--- src/rtl/qdsr_pkg.sv ---
// shared types and constants for the quad dac slew ramp
// no dependencies
package qdsr_pkg;

	localparam int CHANNELS = 4;
	localparam int OUT_CH   = 4;

	localparam int LEVEL_W  = 14;
	localparam int FRAC_W   = 16;
	localparam int ACC_W    = 32;
	localparam int STEP_W   = 16;
	localparam int OFFS_W   = 15;
	localparam int CODE_W   = 12;
	localparam int CFG_W    = 16;
	localparam int CFG_IDX_W = 3;
	localparam int DVD_W    = LEVEL_W + FRAC_W;
	localparam int DIV_CNT_W = $clog2(DVD_W);

	localparam logic [LEVEL_W-1:0] LEVEL_MAX = {LEVEL_W{1'b1}};

	// command codes
	localparam logic [1:0] FUNC_SET_RAMP = 2'd0;
	localparam logic [1:0] FUNC_SET_NOW  = 2'd1;
	localparam logic [1:0] FUNC_TICK     = 2'd2;

	// first offset register index, slew lengths sit below it
	localparam logic [CFG_IDX_W-1:0] CFG_OFFSET_BASE = 3'd4;

	typedef struct packed {
		logic [1:0]         func;
		logic [1:0]         channel;
		logic [LEVEL_W-1:0] level_value;
	} cmd_t;

	typedef struct packed {
		logic [CODE_W-1:0] code_ch0;
		logic [CODE_W-1:0] code_ch1;
		logic [CODE_W-1:0] code_ch2;
		logic [CODE_W-1:0] code_ch3;
		logic [OUT_CH-1:0] slewing_mask;
	} res_t;

	typedef enum logic [2:0] {
		ST_IDLE,
		ST_CLAMP,
		ST_DIFF,
		ST_ABS,
		ST_DIV,
		ST_NEG,
		ST_TICK,
		ST_EMIT
	} seq_state_t;

	function automatic logic ch_present(input logic [1:0] idx);
		return int'(idx) < CHANNELS;
	endfunction

endpackage

--- src/rtl/quad_dac_slew_ramp_top.sv ---
// quad dac slew ramp: four channel level ramp with a shared 33-bit adder
// under a small sequencer; depends on qdsr_pkg
//
// channel | handshake             | payload
// cmd     | cmd_valid / cmd_ready | cmd (func, channel, level_value)
// res     | res_valid / res_ready | res (code_ch0..3, slewing_mask)
// cfg     | cfg_valid / cfg_ready | cfg_index, cfg_data
//
// one shared adder does the clamp sum, the ramp difference, every step of a
// 30-step restoring divider and the per-channel accumulate of a tick
// immediate set: clamp state only; ramped set: clamp, difference, absolute
// value, the divider steps and negation; tick: the four channel slots, then
// emit when a channel was active; an unused func code goes back to idle
// a tick result waits in the output register; the emit slot stalls only
// while an earlier result has not been taken
// arst_n clears all channel state to zero levels with one step left
module quad_dac_slew_ramp_top (
	input  logic           clk,
	input  logic           arst_n,
	input  logic           cmd_valid,
	output logic           cmd_ready,
	input  qdsr_pkg::cmd_t cmd,
	output logic           res_valid,
	input  logic           res_ready,
	output qdsr_pkg::res_t res,
	input  logic           cfg_valid,
	output logic           cfg_ready,
	input  logic [qdsr_pkg::CFG_IDX_W-1:0] cfg_index,
	input  logic [qdsr_pkg::CFG_W-1:0]     cfg_data
);
	import qdsr_pkg::*;

	// configuration registers
	logic [STEP_W-1:0] slew_q [OUT_CH];
	logic [OFFS_W-1:0] offs_q [OUT_CH];

	// per channel ramp state
	logic [LEVEL_W-1:0] target_q  [OUT_CH];
	logic [LEVEL_W-1:0] current_q [OUT_CH];
	logic [STEP_W-1:0]  steps_q   [OUT_CH];
	logic [ACC_W-1:0]   inc_q     [OUT_CH];
	logic [ACC_W-1:0]   acc_q     [OUT_CH];
	logic [OUT_CH-1:0]  slewing_q;

	// sequencer
	seq_state_t state_q, state_d;
	logic [DIV_CNT_W-1:0] div_cnt_q;
	logic [1:0]           tick_idx_q;
	logic                 any_q;

	// working registers of the current command
	cmd_t               cmd_q;
	logic [LEVEL_W-1:0] t_q;
	logic [LEVEL_W:0]   diff_q;
	logic               neg_q;
	logic [STEP_W-1:0]  n_q;
	logic [DVD_W-1:0]   dvd_q;
	logic [STEP_W-1:0]  rem_q;

	// output register
	logic res_valid_q;
	res_t res_q;

	// shared adder
	logic [ACC_W-1:0] alu_a, alu_b;
	logic             alu_sub;
	logic [ACC_W:0]   alu_sum;

	assign alu_sum = {1'b0, alu_a} + {1'b0, (alu_sub ? ~alu_b : alu_b)} + {{ACC_W{1'b0}}, alu_sub};

	// decoded helpers
	logic [1:0]         ch;
	logic [LEVEL_W-1:0] t_clamped;
	logic               sum_neg, sum_over;
	logic [STEP_W-1:0]  n_eff;
	logic [STEP_W:0]    rem_sh;
	logic               div_ge;
	logic [LEVEL_W-1:0] mag;
	logic [1:0]         tc;
	logic               tick_act;
	logic [STEP_W-1:0]  steps_dec;
	logic               tick_last;
	logic               emit_go;

	assign ch        = cmd_q.channel;
	assign sum_neg   = alu_sum[ACC_W-1];
	assign sum_over  = !sum_neg && (|alu_sum[ACC_W-2:LEVEL_W]);
	assign t_clamped = sum_neg ? '0 : (sum_over ? LEVEL_MAX : alu_sum[LEVEL_W-1:0]);
	// a slew length of zero behaves as one
	assign n_eff     = (slew_q[ch] == '0) ? STEP_W'(1) : slew_q[ch];
	assign rem_sh    = {rem_q, dvd_q[DVD_W-1]};
	assign div_ge    = alu_sum[ACC_W];
	assign mag       = neg_q ? alu_sum[LEVEL_W-1:0] : diff_q[LEVEL_W-1:0];
	assign tc        = tick_idx_q;
	assign tick_act  = ch_present(tc) && (steps_q[tc] != '0);
	assign steps_dec = steps_q[tc] - STEP_W'(1);
	assign tick_last = (tick_idx_q == 2'(OUT_CH - 1));
	assign emit_go   = !res_valid_q || res_ready;

	assign cfg_ready = 1'b1;

	always_ff @(posedge clk or negedge arst_n) begin
		if (!arst_n) begin
			state_q <= ST_IDLE;
		end else begin
			state_q <= state_d;
		end
	end

	// next state and shared adder operands
	always_comb begin
		state_d   = state_q;
		cmd_ready = 1'b0;
		alu_a     = '0;
		alu_b     = '0;
		alu_sub   = 1'b0;
		unique case (state_q)
			ST_IDLE: begin
				cmd_ready = 1'b1;
				if (cmd_valid) begin
					priority if (cmd.func == FUNC_SET_RAMP || cmd.func == FUNC_SET_NOW)
						state_d = ST_CLAMP;
					else if (cmd.func == FUNC_TICK)
						state_d = ST_TICK;
					else
						state_d = ST_IDLE;
				end
			end
			ST_CLAMP: begin
				// level plus signed offset
				alu_a = {{(ACC_W-LEVEL_W){1'b0}}, cmd_q.level_value};
				alu_b = {{(ACC_W-OFFS_W){offs_q[ch][OFFS_W-1]}}, offs_q[ch]};
				if (!ch_present(ch))
					state_d = ST_IDLE;
				else if (cmd_q.func == FUNC_SET_NOW)
					state_d = ST_IDLE;
				else
					state_d = ST_DIFF;
			end
			ST_DIFF: begin
				alu_a   = {{(ACC_W-LEVEL_W){1'b0}}, t_q};
				alu_b   = {{(ACC_W-LEVEL_W){1'b0}}, current_q[ch]};
				alu_sub = 1'b1;
				state_d = ST_ABS;
			end
			ST_ABS: begin
				alu_b   = {{(ACC_W-LEVEL_W-1){diff_q[LEVEL_W]}}, diff_q};
				alu_sub = 1'b1;
				state_d = ST_DIV;
			end
			ST_DIV: begin
				// trial subtract of the divisor
				alu_a   = {{(ACC_W-STEP_W-1){1'b0}}, rem_sh};
				alu_b   = {{(ACC_W-STEP_W){1'b0}}, n_q};
				alu_sub = 1'b1;
				if (div_cnt_q == DIV_CNT_W'(DVD_W - 1))
					state_d = ST_NEG;
			end
			ST_NEG: begin
				alu_b   = {{(ACC_W-DVD_W){1'b0}}, dvd_q};
				alu_sub = 1'b1;
				state_d = ST_IDLE;
			end
			ST_TICK: begin
				alu_a = acc_q[tc];
				alu_b = inc_q[tc];
				if (tick_last)
					state_d = (any_q || tick_act) ? ST_EMIT : ST_IDLE;
			end
			ST_EMIT: begin
				if (emit_go)
					state_d = ST_IDLE;
			end
			default: state_d = ST_IDLE;
		endcase
	end

	// configuration writes
	always_ff @(posedge clk or negedge arst_n) begin
		if (!arst_n) begin
			for (int i = 0; i < OUT_CH; i++) begin
				slew_q[i] <= STEP_W'(1);
				offs_q[i] <= '0;
			end
		end else if (cfg_valid && cfg_ready) begin
			if (cfg_index < CFG_OFFSET_BASE)
				slew_q[cfg_index[1:0]] <= cfg_data;
			else
				offs_q[cfg_index[1:0]] <= cfg_data[OFFS_W-1:0];
		end
	end

	// channel state and sequencer counters
	always_ff @(posedge clk or negedge arst_n) begin
		if (!arst_n) begin
			for (int i = 0; i < OUT_CH; i++) begin
				target_q[i]  <= '0;
				current_q[i] <= '0;
				steps_q[i]   <= STEP_W'(1);
				inc_q[i]     <= '0;
				acc_q[i]     <= '0;
			end
			slewing_q  <= '0;
			div_cnt_q  <= '0;
			tick_idx_q <= '0;
			any_q      <= 1'b0;
		end else begin
			unique case (state_q)
				ST_IDLE: begin
					tick_idx_q <= '0;
					any_q      <= 1'b0;
					div_cnt_q  <= '0;
				end
				ST_CLAMP: begin
					if (ch_present(ch)) begin
						target_q[ch] <= t_clamped;
						if (cmd_q.func == FUNC_SET_NOW) begin
							steps_q[ch]   <= STEP_W'(1);
							current_q[ch] <= t_clamped;
							acc_q[ch]     <= {{(ACC_W-DVD_W){1'b0}}, t_clamped, {FRAC_W{1'b0}}};
						end else begin
							steps_q[ch] <= n_eff;
							acc_q[ch]   <= {{(ACC_W-DVD_W){1'b0}}, current_q[ch], {FRAC_W{1'b0}}};
						end
					end
				end
				ST_DIV: begin
					div_cnt_q <= div_cnt_q + DIV_CNT_W'(1);
				end
				ST_NEG: begin
					// quotient truncated toward zero
					inc_q[ch] <= neg_q ? alu_sum[ACC_W-1:0] : {{(ACC_W-DVD_W){1'b0}}, dvd_q};
				end
				ST_TICK: begin
					if (tick_act) begin
						steps_q[tc] <= steps_dec;
						any_q       <= 1'b1;
						if (steps_dec == '0) begin
							current_q[tc] <= target_q[tc];
							slewing_q[tc] <= 1'b0;
						end else begin
							acc_q[tc]     <= alu_sum[ACC_W-1:0];
							current_q[tc] <= alu_sum[FRAC_W+LEVEL_W-1:FRAC_W];
							slewing_q[tc] <= 1'b1;
						end
					end
					tick_idx_q <= tick_idx_q + 2'd1;
				end
				ST_DIFF, ST_ABS, ST_EMIT: begin
				end
				default: begin
				end
			endcase
		end
	end

	// working registers of the command in flight
	always_ff @(posedge clk) begin
		if (cmd_valid && cmd_ready)
			cmd_q <= cmd;
		unique case (state_q)
			ST_CLAMP: begin
				t_q <= t_clamped;
				n_q <= n_eff;
			end
			ST_DIFF: begin
				diff_q <= alu_sum[LEVEL_W:0];
				neg_q  <= alu_sum[ACC_W-1];
			end
			ST_ABS: begin
				dvd_q <= {mag, {FRAC_W{1'b0}}};
				rem_q <= '0;
			end
			ST_DIV: begin
				rem_q <= div_ge ? alu_sum[STEP_W-1:0] : rem_sh[STEP_W-1:0];
				dvd_q <= {dvd_q[DVD_W-2:0], div_ge};
			end
			ST_IDLE, ST_NEG, ST_TICK, ST_EMIT: begin
			end
			default: begin
			end
		endcase
	end

	// output register, loaded once the previous result has been taken
	always_ff @(posedge clk or negedge arst_n) begin
		if (!arst_n) begin
			res_valid_q <= 1'b0;
		end else if (state_q == ST_EMIT && emit_go) begin
			res_valid_q <= 1'b1;
		end else if (res_ready) begin
			res_valid_q <= 1'b0;
		end
	end

	always_ff @(posedge clk) begin
		if (state_q == ST_EMIT && emit_go) begin
			res_q.code_ch0 <= ch_present(2'd0) ? current_q[0][LEVEL_W-1:2] : '0;
			res_q.code_ch1 <= ch_present(2'd1) ? current_q[1][LEVEL_W-1:2] : '0;
			res_q.code_ch2 <= ch_present(2'd2) ? current_q[2][LEVEL_W-1:2] : '0;
			res_q.code_ch3 <= ch_present(2'd3) ? current_q[3][LEVEL_W-1:2] : '0;
			for (int i = 0; i < OUT_CH; i++)
				res_q.slewing_mask[i] <= ch_present(2'(i)) && slewing_q[i];
		end
	end

	assign res_valid = res_valid_q;
	assign res       = res_q;

endmodule

--- config.mk ---
export PLATFORM = sky130hd
export DESIGN_NAME = quad_dac_slew_ramp_top
export DESIGN_NICKNAME = d
export VERILOG_FILES = /design/src/rtl/qdsr_pkg.sv /design/src/rtl/quad_dac_slew_ramp_top.sv
export SDC_FILE = /design/constraint.sdc
export NUM_CORES = 2
export LEC_CHECK = 0
export BUFFER_PORTS_ARGS = -buffer_cell sky130_fd_sc_hd__buf_2
export CAP_MARGIN = 20
export CORE_ASPECT_RATIO = 1.25
export CORE_MARGIN = 2
export CORE_UTILIZATION = 57
export CTS_CLUSTER_SIZE = 10
export DETAILED_ROUTE_END_ITERATION = 16
export PLACE_DENSITY = 0.77
export SYNTH_ARGS = -nofsm -noshare
export SYNTH_HDL_FRONTEND = slang
export SYNTH_SLANG_ARGS = --single-unit
export TNS_END_PERCENT = 30
--- constraint.sdc ---
create_clock -name clk -period 7.6 [get_ports clk]
set_clock_uncertainty 0.15 [all_clocks]
set_input_delay 1.14 -clock clk [delete_from_list [all_inputs] [get_ports clk]]
set_output_delay 1.14 -clock clk [all_outputs]
set_load 0.005 [all_outputs]
==> results.tsv <==
stage	metric	value	unit
worst_setup_path	slowest_stage	edfxtp_1	
run_status	status	completed	
yosys	synth.cell_area	0.0369	mm2
worst_setup_path	cp-start-kind	flop	
worst_setup_path	worstSetupEndpointType	flop	
power	p_leak	17.2	nW
yosys	ys_ff_latch	734	
layout	fin_nets	3486	
die	rows	104	
yosys	synthSimpleGateAreaFrac	10.4	%
global_route	grt_max_degree	172	
power	ir_drop	322	uV
die	die_x	232	um
timing	slew_viol_final	0	
worst_setup_path	crit_family	compound AO/OA/AOI/OAI gates	
placement	pre_cts_slack	0.369	ns
yosys	synthCells	3323	
worst_setup_path	crit_required	7.99	ns
cts	htreeDepth	3	
cts	cts_root_buf	clkbuf_16	
detailed_routing	num_vias	30128	
cts	post_cts_resized	0	
yosys	syn_avg_cell_area	11.1	um2
yosys	yosysMostFrequentCell	dfrtp_1	
global_route	grtUsageTotal	38.6	%
timing	fmax	0.133	GHz
detailed_routing	firstDrtPassIters	13	
yosys	yosys-top-cells-count	564 x dfrtp_1, 437 x nand2_1, 386 x o21ai_0, 212 x nor2_1, 203 x clkbuf_1	
timing	fin_crit_sh	99.1	%
cts	clk_pin_slew	0.06	ns
yosys	syn_nets	3405	
die	initial_utilization	57.4	%
worst_setup_path	path_max_fanout	14	
yosys	synth_fa_ha_area_share	1.38	%
worst_setup_path	worst-path-buf-inv	2	
global_route	grt_pass1_wl	192000	um
die	dieArea	0.0668	mm2
detailed_routing	final_antenna_net_count	0	
cts	ctsHoldBuffers	0	
cts	cts_setup_buffers	0	
layout	utilization	64.3	%
yosys	synthArstFlopShare	77.9	%
die	core	0.0643	mm2
global_route	gr-total-overflow	0	
cts	clockBufferDepth	3	
worst_setup_path	cp.arrival	7.92	ns
yosys	ys_seq_area_share	52.0	%
cts	cts.sinks	734	
flow_run	cap_violations	0	
detailed_routing	drc_errors	0	
timing	tightest_slew	1.24	ns
die	num_io_pins	97	
cts	tritoncts	done	
die	die_h	288	um
worst_setup_path	slowest_delay	0.87	ns
power	power_per_cell_area	546	mW/mm2
detailed_routing	drt-initial-drc-count	3755	
timing	setup_viol_count_final	0	
worst_setup_path	critPathKind	reg -> reg	
timing	relSlewSlack	16.9	%
timing	setup_ws	0.0697	ns
timing	final.setup.tns	0	ns
placement	port_buffers	95	
layout	syn2layout_area_growth	12.1	%
yosys	yosys_warnings	0	
yosys	synthFlopType	dfrtp_1	
hold_path	hold_class	reg -> reg	
yosys	synth_top_family_by_area	compound AO/OA/AOI/OAI gates	
detailed_routing	routed_wirelength	128000	um
worst_setup_path	path_cells	mux2_2, o21ai_0, mux2i_1, o221ai_1, o21a_1, ha_1, a21o_1, a221oi_2, o31a_1, a21boi_0, buf_4, or3_1, a2111o_1, or4_1, or4b_1, buf_4, nor4_2, o22ai_1, a21o_1	
yosys	synth_compound_area_share	17.6	%
yosys	synth-edff-count	162	
yosys	synth_area_leaders	dfrtp_1 38%, edfxtp_1 13%, mux4_2 8.4%	
cts	clock_latency	0.66	ns
detailed_routing	viasPerCell	6.99	
yosys	synth_top_cell_by_area	dfrtp_1	
yosys	synth_top_cell_area_share	38.3	%
global_route	antenna_found_initial	2	
placement	place.gp.congestion	1.03	
placement	dpl.hpwl	88200	um
yosys	synth_mux_area_share	14.7	%
yosys	synth_cell_types	78	
yosys	synthXorXnorAreaFrac	0.855	%
timing	post-route-min-period	7.53	ns
power	power	0.0226	W
cts	cts_buffers	84	
timing	rsz0062_at_grt	no	
detailed_routing	wl_per_cell	29.7	um
timing	hold_viol_final	0	
layout	drive_above_1_share	19.7	%
global_route	grt_pass1_vias	30456	
## metal layers
layer | vias up | track usage (%) | routed length, um
met5 | - | 0 | 42
met4 | 6 | 27.9 | 11000
met2 | 2050 | 60.1 | 58800
met3 | 555 | 9.22 | 13100
li1 | 12583 | - | -
met1 | 14934 | 47.7 | 45000
## area by class of cell
class / instances / area [um2]
clock inverters: 8 / 131
inverters: 43 / 161
diodes: 1 / 2.50
multi-input cells: 2298 / 16700
repair buffers: 243 / 1750
fillers: 4880 / 22900
clock buffers: 137 / 2310
well taps: 848 / 1060
flip-flops and latches: 734 / 19200
## per-stage QoR
step / hold WS, ns / std cells / instance area, um2
final: 0.308 / 4312 / 41300
after global routing: 0.315 / 4311 / 41300
after CTS: 0.304 / 4303 / 41200
after detailed placement: 0.295 / 4158 / 38800
after global placement: 0.292 / 4158 / 38800
after floorplan: 0.275 / 3323 / 36900
## report_power, final
part	internal, W	total, W	switching (W)
Sequential	0.00571	0.00672	0.00100
Clock	0.00208	0.00372	0.00164
Combinational	0.00403	0.0121	0.00811
Total	0.0118	0.0226	0.0108
## cell families after synthesis
| family | after synthesis |
|---|---|
| AOI/OAI and AO/OA | 1000 |
| other | 1 |
| adders and majority gates | 40 |
| and+or+nand+nor | 869 |
| muxes | 352 |
| buffers and inverters | 291 |
| DFF | 734 |
| xor gates and xnor gates | 36 |
## sequential cells by signal, summed over array words and instances, names as in the netlist, 3 cells and up, named ones only
| register | flops |
|---|---|
| current_q | 56 |
| steps_q | 64 |
| dvd_q | 30 |
| acc_q | 128 |
| n_q | 16 |
| rem_q | 16 |
| state_q | 3 |
| div_cnt_q | 5 |
| target_q | 56 |
| cmd_q | 16 |
| slew_q | 64 |
| diff_q | 15 |
| res | 52 |
| inc_q | 128 |
| offs_q | 60 |
| t_q | 14 |
## layout by cell type, fill, tap and decap left out, types with 21 or more instances in the layout
master and count:
a221o_1 45, buf_2 94, clkbuf_16 84, mux2_2 142
mux2i_1 73, edfxtp_1 162, dfrtp_1 561, a22oi_1 97
nor3_1 24, o21a_1 23, mux4_2 137, and2_1 32
o22a_1 24, buf_4 135, ha_1 39, nor2_1 210
o21ai_0 381, a21oi_1 160, o31ai_1 26, clkbuf_1 52
o221ai_1 46, inv_1 42, xnor2_1 21, nand2_1 437
a22o_1 73
## worst register-to-register path, delay by kind of cell (launching register included)
family | cells | cell delay (ns)
compound gates | 10 | 3.35
simple gates | 4 | 1.76
flops | 1 | 0.87
mux | 2 | 0.59
buf+inv | 2 | 0.42
fa+ha+maj | 1 | 0.31
## worst paths after layout
kind / startpoint / end / slack [ns] / cells past startpoint
max reg2reg: ch[1] / acc_q[82] / 0.07 / 19
min in group asynchronous: arst_n / offs_q[21] / 0.40 / 1
min: flop / res[1] / 0.31 / 0
min reg2reg: flop / res[1] / 0.31 / 0
max: ch[1] / acc_q[82] / 0.07 / 19
max in group asynchronous: arst_n / target_q[40] / 5.33 / 2
No activity file was read; power rests on OpenSTA's default activity.
